File: src/plti_pkg.sv
// Shared types, constants and codes for the piecewise-linear table interpolator.
`timescale 1ns / 1ps
package plti_pkg;

    localparam int TABLE_DEPTH = 16;
    localparam int TBL_AW      = $clog2(TABLE_DEPTH);
    localparam int DATA_W      = 32;

    // Radix-4 restoring divider: two quotient bits per cycle.
    localparam int DIV_BITS_PER_CYC = 2;
    localparam int DIV_CYC          = DATA_W / DIV_BITS_PER_CYC;
    localparam int DIV_CW           = $clog2(DIV_CYC);

    localparam int PADDR_W = 3;

    // Register index taken from paddr[2].
    localparam logic REG_ENTRIES_IN_USE = 1'b0;

    localparam logic [1:0] OP_WRITE = 2'd0;
    localparam logic [1:0] OP_F2P   = 2'd1;
    localparam logic [1:0] OP_P2F   = 2'd2;
    localparam logic [1:0] OP_NONE  = 2'd3;

    localparam logic [1:0] ST_INTERP   = 2'd0;
    localparam logic [1:0] ST_CLAMP_LO = 2'd1;
    localparam logic [1:0] ST_CLAMP_HI = 2'd2;
    localparam logic [1:0] ST_WRITTEN  = 2'd3;

    typedef enum logic [2:0] {
        S_IDLE,
        S_WALK,
        S_PREP,
        S_MUL,
        S_DIV
    } t_state;

    typedef struct packed {
        logic                  start;
        logic [2*DATA_W-1:0]   dividend;
        logic [DATA_W-1:0]     divisor;
    } t_div_req;

    typedef struct packed {
        logic                  done;
        logic [DATA_W-1:0]     quotient;
    } t_div_rsp;

endpackage

File: src/plti_ram.sv
// Generic single-port-write, single-port-read RAM with a registered read.
`timescale 1ns / 1ps
module plti_ram #(
    parameter int WIDTH = 32,
    parameter int DEPTH = 16,
    localparam int AW   = $clog2(DEPTH)
) (
    input  logic             i_clk,
    input  logic             i_we,
    input  logic [AW-1:0]    i_waddr,
    input  logic [WIDTH-1:0] i_wdata,
    input  logic [AW-1:0]    i_raddr,
    output logic [WIDTH-1:0] o_rdata
);

    logic [WIDTH-1:0] r_mem [DEPTH];
    logic [WIDTH-1:0] r_rdata;

    always_ff @(posedge i_clk) begin
        if (i_we) begin
            r_mem[i_waddr] <= i_wdata;
        end
        r_rdata <= r_mem[i_raddr];
    end

    assign o_rdata = r_rdata;

endmodule

File: src/plti_div.sv
// Radix-4 restoring divider for a 64-bit dividend whose quotient fits in 32 bits.
`timescale 1ns / 1ps
module plti_div (
    input  logic               i_clk,
    input  logic               i_rst_n,
    input  plti_pkg::t_div_req i_req,
    output plti_pkg::t_div_rsp o_rsp
);
    import plti_pkg::*;

    logic              r_busy, n_busy;
    logic              r_done, n_done;
    logic [DIV_CW-1:0] r_cnt;
    logic [DATA_W-1:0] r_rem;
    logic [DATA_W-1:0] r_low;
    logic [DATA_W-1:0] r_den;

    logic [DATA_W:0]   w_s1, w_s2;
    logic [DATA_W-1:0] w_rem1, w_rem2;
    logic              w_b1, w_b2;

    // Two dependent compare-and-subtract steps per cycle. The upper half of
    // the dividend is below the divisor, so the remainder stays in 32 bits.
    always_comb begin
        w_s1 = {r_rem, r_low[DATA_W-1]};
        w_b1 = (w_s1 >= {1'b0, r_den});
        w_rem1 = w_b1 ? DATA_W'(w_s1 - {1'b0, r_den}) : w_s1[DATA_W-1:0];
        w_s2 = {w_rem1, r_low[DATA_W-2]};
        w_b2 = (w_s2 >= {1'b0, r_den});
        w_rem2 = w_b2 ? DATA_W'(w_s2 - {1'b0, r_den}) : w_s2[DATA_W-1:0];
    end

    always_comb begin
        n_busy = r_busy;
        n_done = 1'b0;
        if (i_req.start) begin
            n_busy = 1'b1;
        end else if (r_busy && (r_cnt == DIV_CW'(DIV_CYC - 1))) begin
            n_busy = 1'b0;
            n_done = 1'b1;
        end
    end

    always_ff @(posedge i_clk) begin
        if (!i_rst_n) begin
            r_busy <= 1'b0;
            r_done <= 1'b0;
            r_cnt  <= '0;
        end else begin
            r_busy <= n_busy;
            r_done <= n_done;
            if (i_req.start) begin
                r_cnt <= '0;
            end else if (r_busy) begin
                r_cnt <= DIV_CW'(r_cnt + 1'b1);
            end
        end
    end

    always_ff @(posedge i_clk) begin
        if (i_req.start) begin
            r_rem <= i_req.dividend[2*DATA_W-1:DATA_W];
            r_low <= i_req.dividend[DATA_W-1:0];
            r_den <= i_req.divisor;
        end else if (r_busy) begin
            r_rem <= w_rem2;
            r_low <= {r_low[DATA_W-3:0], w_b1, w_b2};
        end
    end

    assign o_rsp.done     = r_done;
    assign o_rsp.quotient = r_low;

endmodule

File: src/piecewise_linear_table_interp.sv
// Top level: position/force table lookup with linear interpolation.
`timescale 1ns / 1ps
// A write transaction answers in the cycle after it is accepted, and another can follow at once.
// A query clamped low answers once the first entry is checked; one clamped high once all entries in use are.
// An interpolated query answers after the walk to the bracketing entry, then S_PREP, S_MUL and the divider.
// The rate is set by the entry walk through the table RAM read port and the divider; busy holds off a new command.
// Synchronous reset sets entries_in_use to 2; the table contents are not cleared by reset.
module piecewise_linear_table_interp (
    input  logic        i_clk,
    input  logic        i_rst_n,
    // Command channel.
    input  logic        start,
    output logic        busy,
    input  logic [1:0]  i_opcode,
    input  logic [3:0]  i_entry_index,
    input  logic [31:0] i_entry_position,
    input  logic [31:0] i_entry_force,
    input  logic [31:0] i_query_value,
    // Result channel.
    output logic        o_done,
    output logic [31:0] o_result_value,
    output logic [1:0]  o_status,
    // Configuration port.
    input  logic                         psel,
    input  logic                         penable,
    input  logic                         pwrite,
    input  logic [plti_pkg::PADDR_W-1:0] paddr,
    input  logic [31:0]                  pwdata,
    output logic [31:0]                  prdata,
    output logic                         pready
);
    import plti_pkg::*;

    // Control state.
    t_state     r_state, n_state;
    logic       r_done;
    logic [4:0] r_entries;

    // Per-transaction working registers.
    logic signed [DATA_W-1:0] r_q;
    logic                     r_p2f;
    logic [TBL_AW-1:0]        r_idx;
    logic [TBL_AW-1:0]        r_last;
    logic signed [DATA_W-1:0] r_k0;
    logic signed [DATA_W-1:0] r_v0;
    logic [DATA_W-1:0]        r_num;
    logic [DATA_W-1:0]        r_den;
    logic [DATA_W:0]          r_dv;
    logic [DATA_W-1:0]        r_mag;
    logic                     r_neg;
    logic [DATA_W-1:0]        r_result;
    logic [1:0]               r_status;

    logic                     w_accept;
    logic                     w_cfg_wr;
    logic [TBL_AW-1:0]        w_cfg_last;
    logic                     w_we;
    logic [TBL_AW-1:0]        w_raddr;
    logic [DATA_W-1:0]        w_pos_rd, w_frc_rd;
    logic signed [DATA_W-1:0] w_key, w_val;
    logic                     w_hit, w_first, w_last;
    t_div_req                 w_div_req;
    t_div_rsp                 w_div_rsp;

    assign w_accept = start && !busy;
    assign pready   = 1'b1;
    assign w_cfg_wr = psel && penable && pwrite && pready;

    // Configuration register and read-back.
    always_ff @(posedge i_clk) begin
        if (!i_rst_n) begin
            r_entries <= 5'd2;
        end else if (w_cfg_wr && (paddr[2] == REG_ENTRIES_IN_USE)) begin
            r_entries <= pwdata[4:0];
        end
    end

    assign prdata = (paddr[2] == REG_ENTRIES_IN_USE) ? {27'd0, r_entries} : 32'd0;

    // The searched entry count is clamped into two through the table depth; only its
    // last index is kept for the walk.
    always_comb begin
        if (r_entries < 5'd2) begin
            w_cfg_last = TBL_AW'(1);
        end else if (32'(r_entries) > TABLE_DEPTH) begin
            w_cfg_last = TBL_AW'(TABLE_DEPTH - 1);
        end else begin
            w_cfg_last = TBL_AW'(r_entries - 5'd1);
        end
    end

    // Both columns share one address, so each walk cycle reads a whole entry.
    plti_ram #(.WIDTH(DATA_W), .DEPTH(TABLE_DEPTH)) u_pos_ram (
        .i_clk   (i_clk),
        .i_we    (w_we),
        .i_waddr (i_entry_index[TBL_AW-1:0]),
        .i_wdata (i_entry_position),
        .i_raddr (w_raddr),
        .o_rdata (w_pos_rd)
    );

    plti_ram #(.WIDTH(DATA_W), .DEPTH(TABLE_DEPTH)) u_frc_ram (
        .i_clk   (i_clk),
        .i_we    (w_we),
        .i_waddr (i_entry_index[TBL_AW-1:0]),
        .i_wdata (i_entry_force),
        .i_raddr (w_raddr),
        .o_rdata (w_frc_rd)
    );

    plti_div u_div (
        .i_clk   (i_clk),
        .i_rst_n (i_rst_n),
        .i_req   (w_div_req),
        .o_rsp   (w_div_rsp)
    );

    // A position-to-force query searches the position column; a force-to-position
    // query searches the force column.
    assign w_key   = r_p2f ? $signed(w_pos_rd) : $signed(w_frc_rd);
    assign w_val   = r_p2f ? $signed(w_frc_rd) : $signed(w_pos_rd);
    assign w_hit   = (r_q <= w_key);
    assign w_first = (r_idx == '0);
    assign w_last  = (r_idx == r_last);

    // Next-state logic.
    always_comb begin
        n_state = r_state;
        unique case (r_state)
            S_IDLE: begin
                if (w_accept && ((i_opcode == OP_F2P) || (i_opcode == OP_P2F))) begin
                    n_state = S_WALK;
                end
            end
            S_WALK: begin
                if (w_hit) begin
                    n_state = w_first ? S_IDLE : S_PREP;
                end else if (w_last) begin
                    n_state = S_IDLE;
                end
            end
            S_PREP: n_state = S_MUL;
            S_MUL:  n_state = S_DIV;
            S_DIV: begin
                if (w_div_rsp.done) begin
                    n_state = S_IDLE;
                end
            end
            default: n_state = S_IDLE;
        endcase
    end

    // Control outputs. During the walk the next entry is requested while the
    // current one is checked; the read issued in the final walk cycle goes unused.
    always_comb begin
        busy      = (r_state != S_IDLE);
        w_we      = w_accept && (i_opcode == OP_WRITE) && (32'(i_entry_index) < TABLE_DEPTH);
        w_raddr   = (r_state == S_WALK) ? TBL_AW'(r_idx + 1'b1) : '0;
        w_div_req.start    = (r_state == S_MUL);
        w_div_req.dividend = r_num * r_mag;
        w_div_req.divisor  = r_den;
    end

    always_ff @(posedge i_clk) begin
        if (!i_rst_n) begin
            r_state <= S_IDLE;
            r_done  <= 1'b0;
        end else begin
            r_state <= n_state;
            unique case (r_state)
                S_IDLE: r_done <= w_accept && (i_opcode == OP_WRITE);
                S_WALK: r_done <= (w_hit && w_first) || (!w_hit && w_last);
                S_DIV:  r_done <= w_div_rsp.done;
                default: r_done <= 1'b0;
            endcase
        end
    end

    // Datapath. The bracketing entry gives 0 < q-k0 <= k1-k0, so the quotient is
    // no larger than |v1-v0| and v0 plus or minus it never overflows.
    always_ff @(posedge i_clk) begin
        unique case (r_state)
            S_IDLE: begin
                if (w_accept) begin
                    r_q      <= $signed(i_query_value);
                    r_p2f    <= (i_opcode == OP_P2F);
                    r_idx    <= '0;
                    r_last   <= w_cfg_last;
                    r_result <= '0;
                    r_status <= ST_WRITTEN;
                end
            end
            S_WALK: begin
                if (w_hit && w_first) begin
                    r_result <= w_val;
                    r_status <= ST_CLAMP_LO;
                end else if (w_hit) begin
                    r_num <= DATA_W'({r_q[DATA_W-1], r_q} - {r_k0[DATA_W-1], r_k0});
                    r_den <= DATA_W'({w_key[DATA_W-1], w_key} - {r_k0[DATA_W-1], r_k0});
                    r_dv  <= {w_val[DATA_W-1], w_val} - {r_v0[DATA_W-1], r_v0};
                end else if (w_last) begin
                    r_result <= w_val;
                    r_status <= ST_CLAMP_HI;
                end else begin
                    r_k0  <= w_key;
                    r_v0  <= w_val;
                    r_idx <= TBL_AW'(r_idx + 1'b1);
                end
            end
            S_PREP: begin
                r_neg <= r_dv[DATA_W];
                r_mag <= r_dv[DATA_W] ? DATA_W'((DATA_W + 1)'(0) - r_dv) : r_dv[DATA_W-1:0];
            end
            S_DIV: begin
                if (w_div_rsp.done) begin
                    r_result <= r_neg ? DATA_W'(r_v0 - w_div_rsp.quotient)
                                      : DATA_W'(r_v0 + w_div_rsp.quotient);
                    r_status <= ST_INTERP;
                end
            end
            default: begin
            end
        endcase
    end

    assign o_done         = r_done;
    assign o_result_value = r_result;
    assign o_status       = r_status;

endmodule
File: config.mk
export PLATFORM = sky130hd
export DESIGN_NAME = piecewise_linear_table_interp
export DESIGN_NICKNAME = d
export VERILOG_FILES = /design/src/plti_pkg.sv /design/src/plti_ram.sv /design/src/plti_div.sv /design/src/piecewise_linear_table_interp.sv
export SDC_FILE = /design/constraint.sdc
export NUM_CORES = 2
export LEC_CHECK = 0
export BUFFER_PORTS_ARGS = -buffer_cell sky130_fd_sc_hd__buf_4
export CORE_ASPECT_RATIO = 0.75
export CORE_MARGIN = 2
export CORE_UTILIZATION = 35
export CTS_BUF_LIST = sky130_fd_sc_hd__clkbuf_4 sky130_fd_sc_hd__clkbuf_8 sky130_fd_sc_hd__clkbuf_16
export DETAILED_ROUTE_END_ITERATION = 8
export PLACE_DENSITY = 0.6
export SLEW_MARGIN = 20
export SYNTH_ARGS = -nofsm -noshare
export SYNTH_HDL_FRONTEND = slang
export SYNTH_SLANG_ARGS = --single-unit
File: constraint.sdc
create_clock -name i_clk -period 23.6 [get_ports i_clk]
set_clock_uncertainty 0.1 [all_clocks]
set_input_delay 4.72 -clock i_clk [delete_from_list [all_inputs] [get_ports i_clk]]
set_output_delay 4.72 -clock i_clk [all_outputs]
set_load 0.02 [all_outputs]
==> run summary <==
The global placement routability congestion was 0.916. The final count of pins violating max slew came out at 0. In this run the count of I/O pins placed on the die edge is 212. The setup path with the least slack is of type in -> out.

The CTS H-tree depth came out at 4. Counting along the longest clock path gives a buffer depth of 4. The floorplan step set the die height to 468 um. Setup violations remaining at the end of the flow were counted as 0. In the final routed layout, each cell accounts on average for 22.1 um.

The tools report the remaining max-slew budget at the tightest pin as 25.0%. Before antenna repair, the detailed router went through 8 iterations. The min-delay analysis places its worst path in the category reg -> reg. Counting flops with an async set or reset pin after synthesis yields a share of 0%. The die covers 291000 um^2.

The logs give 284000 um for the wire length after detailed routing and 43300 um^2 for the area occupied by registers. The cell sitting at the root of the clock tree is a sky130_fd_sc_hd__clkbuf_16. The run finished with clean final reports. In this run the remaining antenna-violating nets after routing total 0. The routed layout has 67800 vias.

Counting cells, the worst reg-to-reg path comes to 22. Fraction of final layout cells with drive strength greater than 1: 6.91%. The post-synthesis area per instance works out to 11.1 um^2. The number of hold violations in the final report was 0; the time the worst path needs with I/O delays and setup was 9.93 ns. The worst-path maximum fanout works out to 6. For the clock network latency to the later pin of the worst-skew pair, the log shows 0.79 ns. The multi-input combinational cells in the finished layout cover a total of 51300 um^2. Largest net degree at the start of global routing: 164.

In the routed design, unresolved DRC markers number 0. Number of input and output port buffers inserted: 154. The initial DRC count was 5894. Across the run, the number of max-cap violations was 0.

The final worst-path cycle share works out to 42.1%. The logs give 10500 for the final layout net count and 68900 for the via count of the first global-routing pass. The largest incremental delay on the critical path is 0.15 ns.

The most common cell after layout, fill and taps aside is sky130_fd_sc_hd__edfxtp_1. In the layout the commonest cells are 1389 x sky130_fd_sc_hd__edfxtp_1, 1174 x sky130_fd_sc_hd__nand2_1, 1108 x sky130_fd_sc_hd__inv_1, 902 x sky130_fd_sc_hd__fa_1, 851 x sky130_fd_sc_hd__and2_1. The tools report the number of antenna violations at the first check in global routing as 16. The critical-path cell with the highest stage delay was sky130_fd_sc_hd__buf_4.

For this run, the number of Yosys warnings is 0. The run gives 100000 um^2 as the post-synth design cell area. The number of setup buffers added after CTS is 0. The fraction of the yosys area taken by sequential cells is 43.1%. Among the stages of the critical path, the cell type that occurs most often is sky130_fd_sc_hd__buf_4. The core region is 286000 um^2. Global routing finished with a remaining overflow of 0. The number of hold buffers added after cts was 0; the number of enable flip-flop cells after synthesis was 1389. TritonCTS built the clock tree. The signal on the critical path passes through buf_4, nor2b_1, buf_4. The nature of the critical path endpoint is a primary output. The tools report the clock sink count as 1468. The flip-flop and latch count after synthesis was 1468; the estimated wirelength of the detail-placed design was 195000 um. Among all flip-flop cells after synthesis, the most frequent one is sky130_fd_sc_hd__edfxtp_1. After clock tree synthesis, the clock-pin slew on the worst setup and hold paths is 0.06 ns. Counting the fill cells in the layout gives 27100.

Global routing used 19.2% of the available tracks. For this configuration, the core starts out at a cell density of 35.2%. The number of different library cells used by synthesis comes to 85.

In this run, post-CTS repair resized a total of 0 instances. The per-cell via count in the routed design came out at 5.27. Timing would allow up to 101 MHz. Once layout is done, the placed cells without fillers occupy 110000 um^2.

The required time reported for the critical path endpoint was 18.78 ns. The horizontal die dimension was 623 um. The number of clock buffers added by TritonCTS is 149. The worst hold path was traced through 0 stages. The global-route wire length before repair was 429000 um.

The number of instances in the synthesized netlist was 9027. The worst setup path is launched from a primary input. The setup TNS was 0 ns.

After floorplanning, the core was divided into 170 placement rows. Compared with the post-synthesis result, the final layout area differs by 9.94%. At the pin with the least slew margin, the transition time is 1.13 ns. Setup repair after global routing left no endpoint under its margin. The placed instances occupy a cell area of 106000 um^2. The arrival time at the worst endpoint came out at 5.11 ns.
[cell usage after synthesis (9+ instances only)]
library cell / number / area, um^2
sky130_fd_sc_hd__nor2_1: 215 / 807
sky130_fd_sc_hd__o21ai_0: 202 / 1010
sky130_fd_sc_hd__inv_1: 1109 / 4160
sky130_fd_sc_hd__a211oi_1: 348 / 2610
sky130_fd_sc_hd__edfxtp_1: 1389 / 41700
sky130_fd_sc_hd__xor2_1: 74 / 648
sky130_fd_sc_hd__nand2b_1: 38 / 238
sky130_fd_sc_hd__nand3_1: 44 / 220
sky130_fd_sc_hd__o21bai_1: 36 / 270
sky130_fd_sc_hd__a311oi_1: 132 / 1160
sky130_fd_sc_hd__fa_1: 902 / 18100
sky130_fd_sc_hd__nor3_1: 55 / 275
sky130_fd_sc_hd__o21a_1: 26 / 195
sky130_fd_sc_hd__a31oi_1: 164 / 1030
sky130_fd_sc_hd__clkbuf_1: 458 / 1720
sky130_fd_sc_hd__dfxtp_1: 79 / 1580
sky130_fd_sc_hd__nand3b_1: 10 / 75.1
sky130_fd_sc_hd__nor2b_1: 38 / 238
sky130_fd_sc_hd__or2_2: 14 / 87.6
sky130_fd_sc_hd__a21oi_1: 407 / 2040
sky130_fd_sc_hd__and2_1: 852 / 5330
sky130_fd_sc_hd__mux2i_1: 75 / 751
sky130_fd_sc_hd__buf_1: 9 / 33.8
sky130_fd_sc_hd__xnor2_1: 210 / 1840
sky130_fd_sc_hd__or3_1: 21 / 131
sky130_fd_sc_hd__nand4_1: 44 / 275
sky130_fd_sc_hd__o211ai_1: 18 / 135
sky130_fd_sc_hd__o31ai_1: 22 / 165
sky130_fd_sc_hd__and3_1: 25 / 156
sky130_fd_sc_hd__mux2_2: 44 / 495
sky130_fd_sc_hd__a21o_1: 121 / 908
sky130_fd_sc_hd__buf_4: 28 / 210
sky130_fd_sc_hd__nand2_1: 1176 / 4410
sky130_fd_sc_hd__ha_1: 492 / 6160
[critical path, delay by kind of cell]
family / cells / cell delay (ns)
AND/OR/NAND/NOR: 1 / 0.11
buffers and inverters: 2 / 0.28
[state kept, by name, summed over array words and instances (netlist names), 2 cells and up]
name,count
o_status,2
r_v0,32
r_entries,5
u_frc_ram.r_mem,512
u_pos_ram.o_rdata,32
r_mag,32
u_pos_ram.r_mem,512
u_div.r_rem,32
u_frc_ram.o_rdata,32
r_state,3
r_last,4
r_q,32
r_num,32
r_idx,4
o_result_value,32
u_div.r_low,32
u_div.r_den,32
r_dv,33
r_den,32
r_k0,32
u_div.r_cnt,4
[worst paths after layout]
| check | from | end | slack [ns] |
|---|---|---|---|
| setup reg to reg | r_num[22] | u_div.r_rem[31] | 13.85 |
| hold / removal | r_den[19] | u_div.r_den[19] | 0.32 |
| hold reg to reg | r_den[19] | u_div.r_den[19] | 0.32 |
| setup / recovery | paddr[2] | prdata[3] | 13.67 |
[per-layer routing]
layer  vias up  part of all wire, %  GRT usage, %
li1      30600                    -             -
met1     34600                   45          26.9
met2      2293                   46          31.3
met3       387                  6.2          2.51
met4        18                  3.2          5.66
met5         -                0.043             0
[kinds of logic (layout without fill, tap and decap cells)]
family | Yosys count | count (layout) | synth area share (%)
and+or+nand+nor | 2575 | 2575 | 12.6
adders and majority gates | 1394 | 1394 | 24.1
other | 2 | 34 | 0.00748
buffers and inverters | 1610 | 1647 | 6.13
muxes | 119 | 119 | 1.24
AOI/OAI and AO/OA | 1575 | 1575 | 10.4
DFF | 1468 | 1468 | 43.1
xor gates and xnor gates | 284 | 284 | 2.48
[area by class of cell]
type	count	area share, %
Clock inverter	49	0.355
Inverter	1111	3.79
Multi-Input combinational cell	5975	46.4
Timing Repair Buffer	282	1.98
Clock buffer	205	3.93
Tap cell	3784	4.29
Antenna cell	6	0.0136
Sequential cell	1468	39.2
[metrics by stage]
stage               instances  setup slack, ns  hold slack, ns  util (%)
global route            12900            13.65           0.328      38.6
global placement        12600            13.68           0.303      37.0
CTS                     12900            13.67           0.318      38.6
finish                  12900            13.67           0.317      38.6
detailed placement      12600            13.67           0.305      37.0
floorplan                9053            12.97           0.300         -
Power is left out: the tool's default activity adds up to more than one toggle a clock period on the data nets, which glitch-free logic cannot reach.
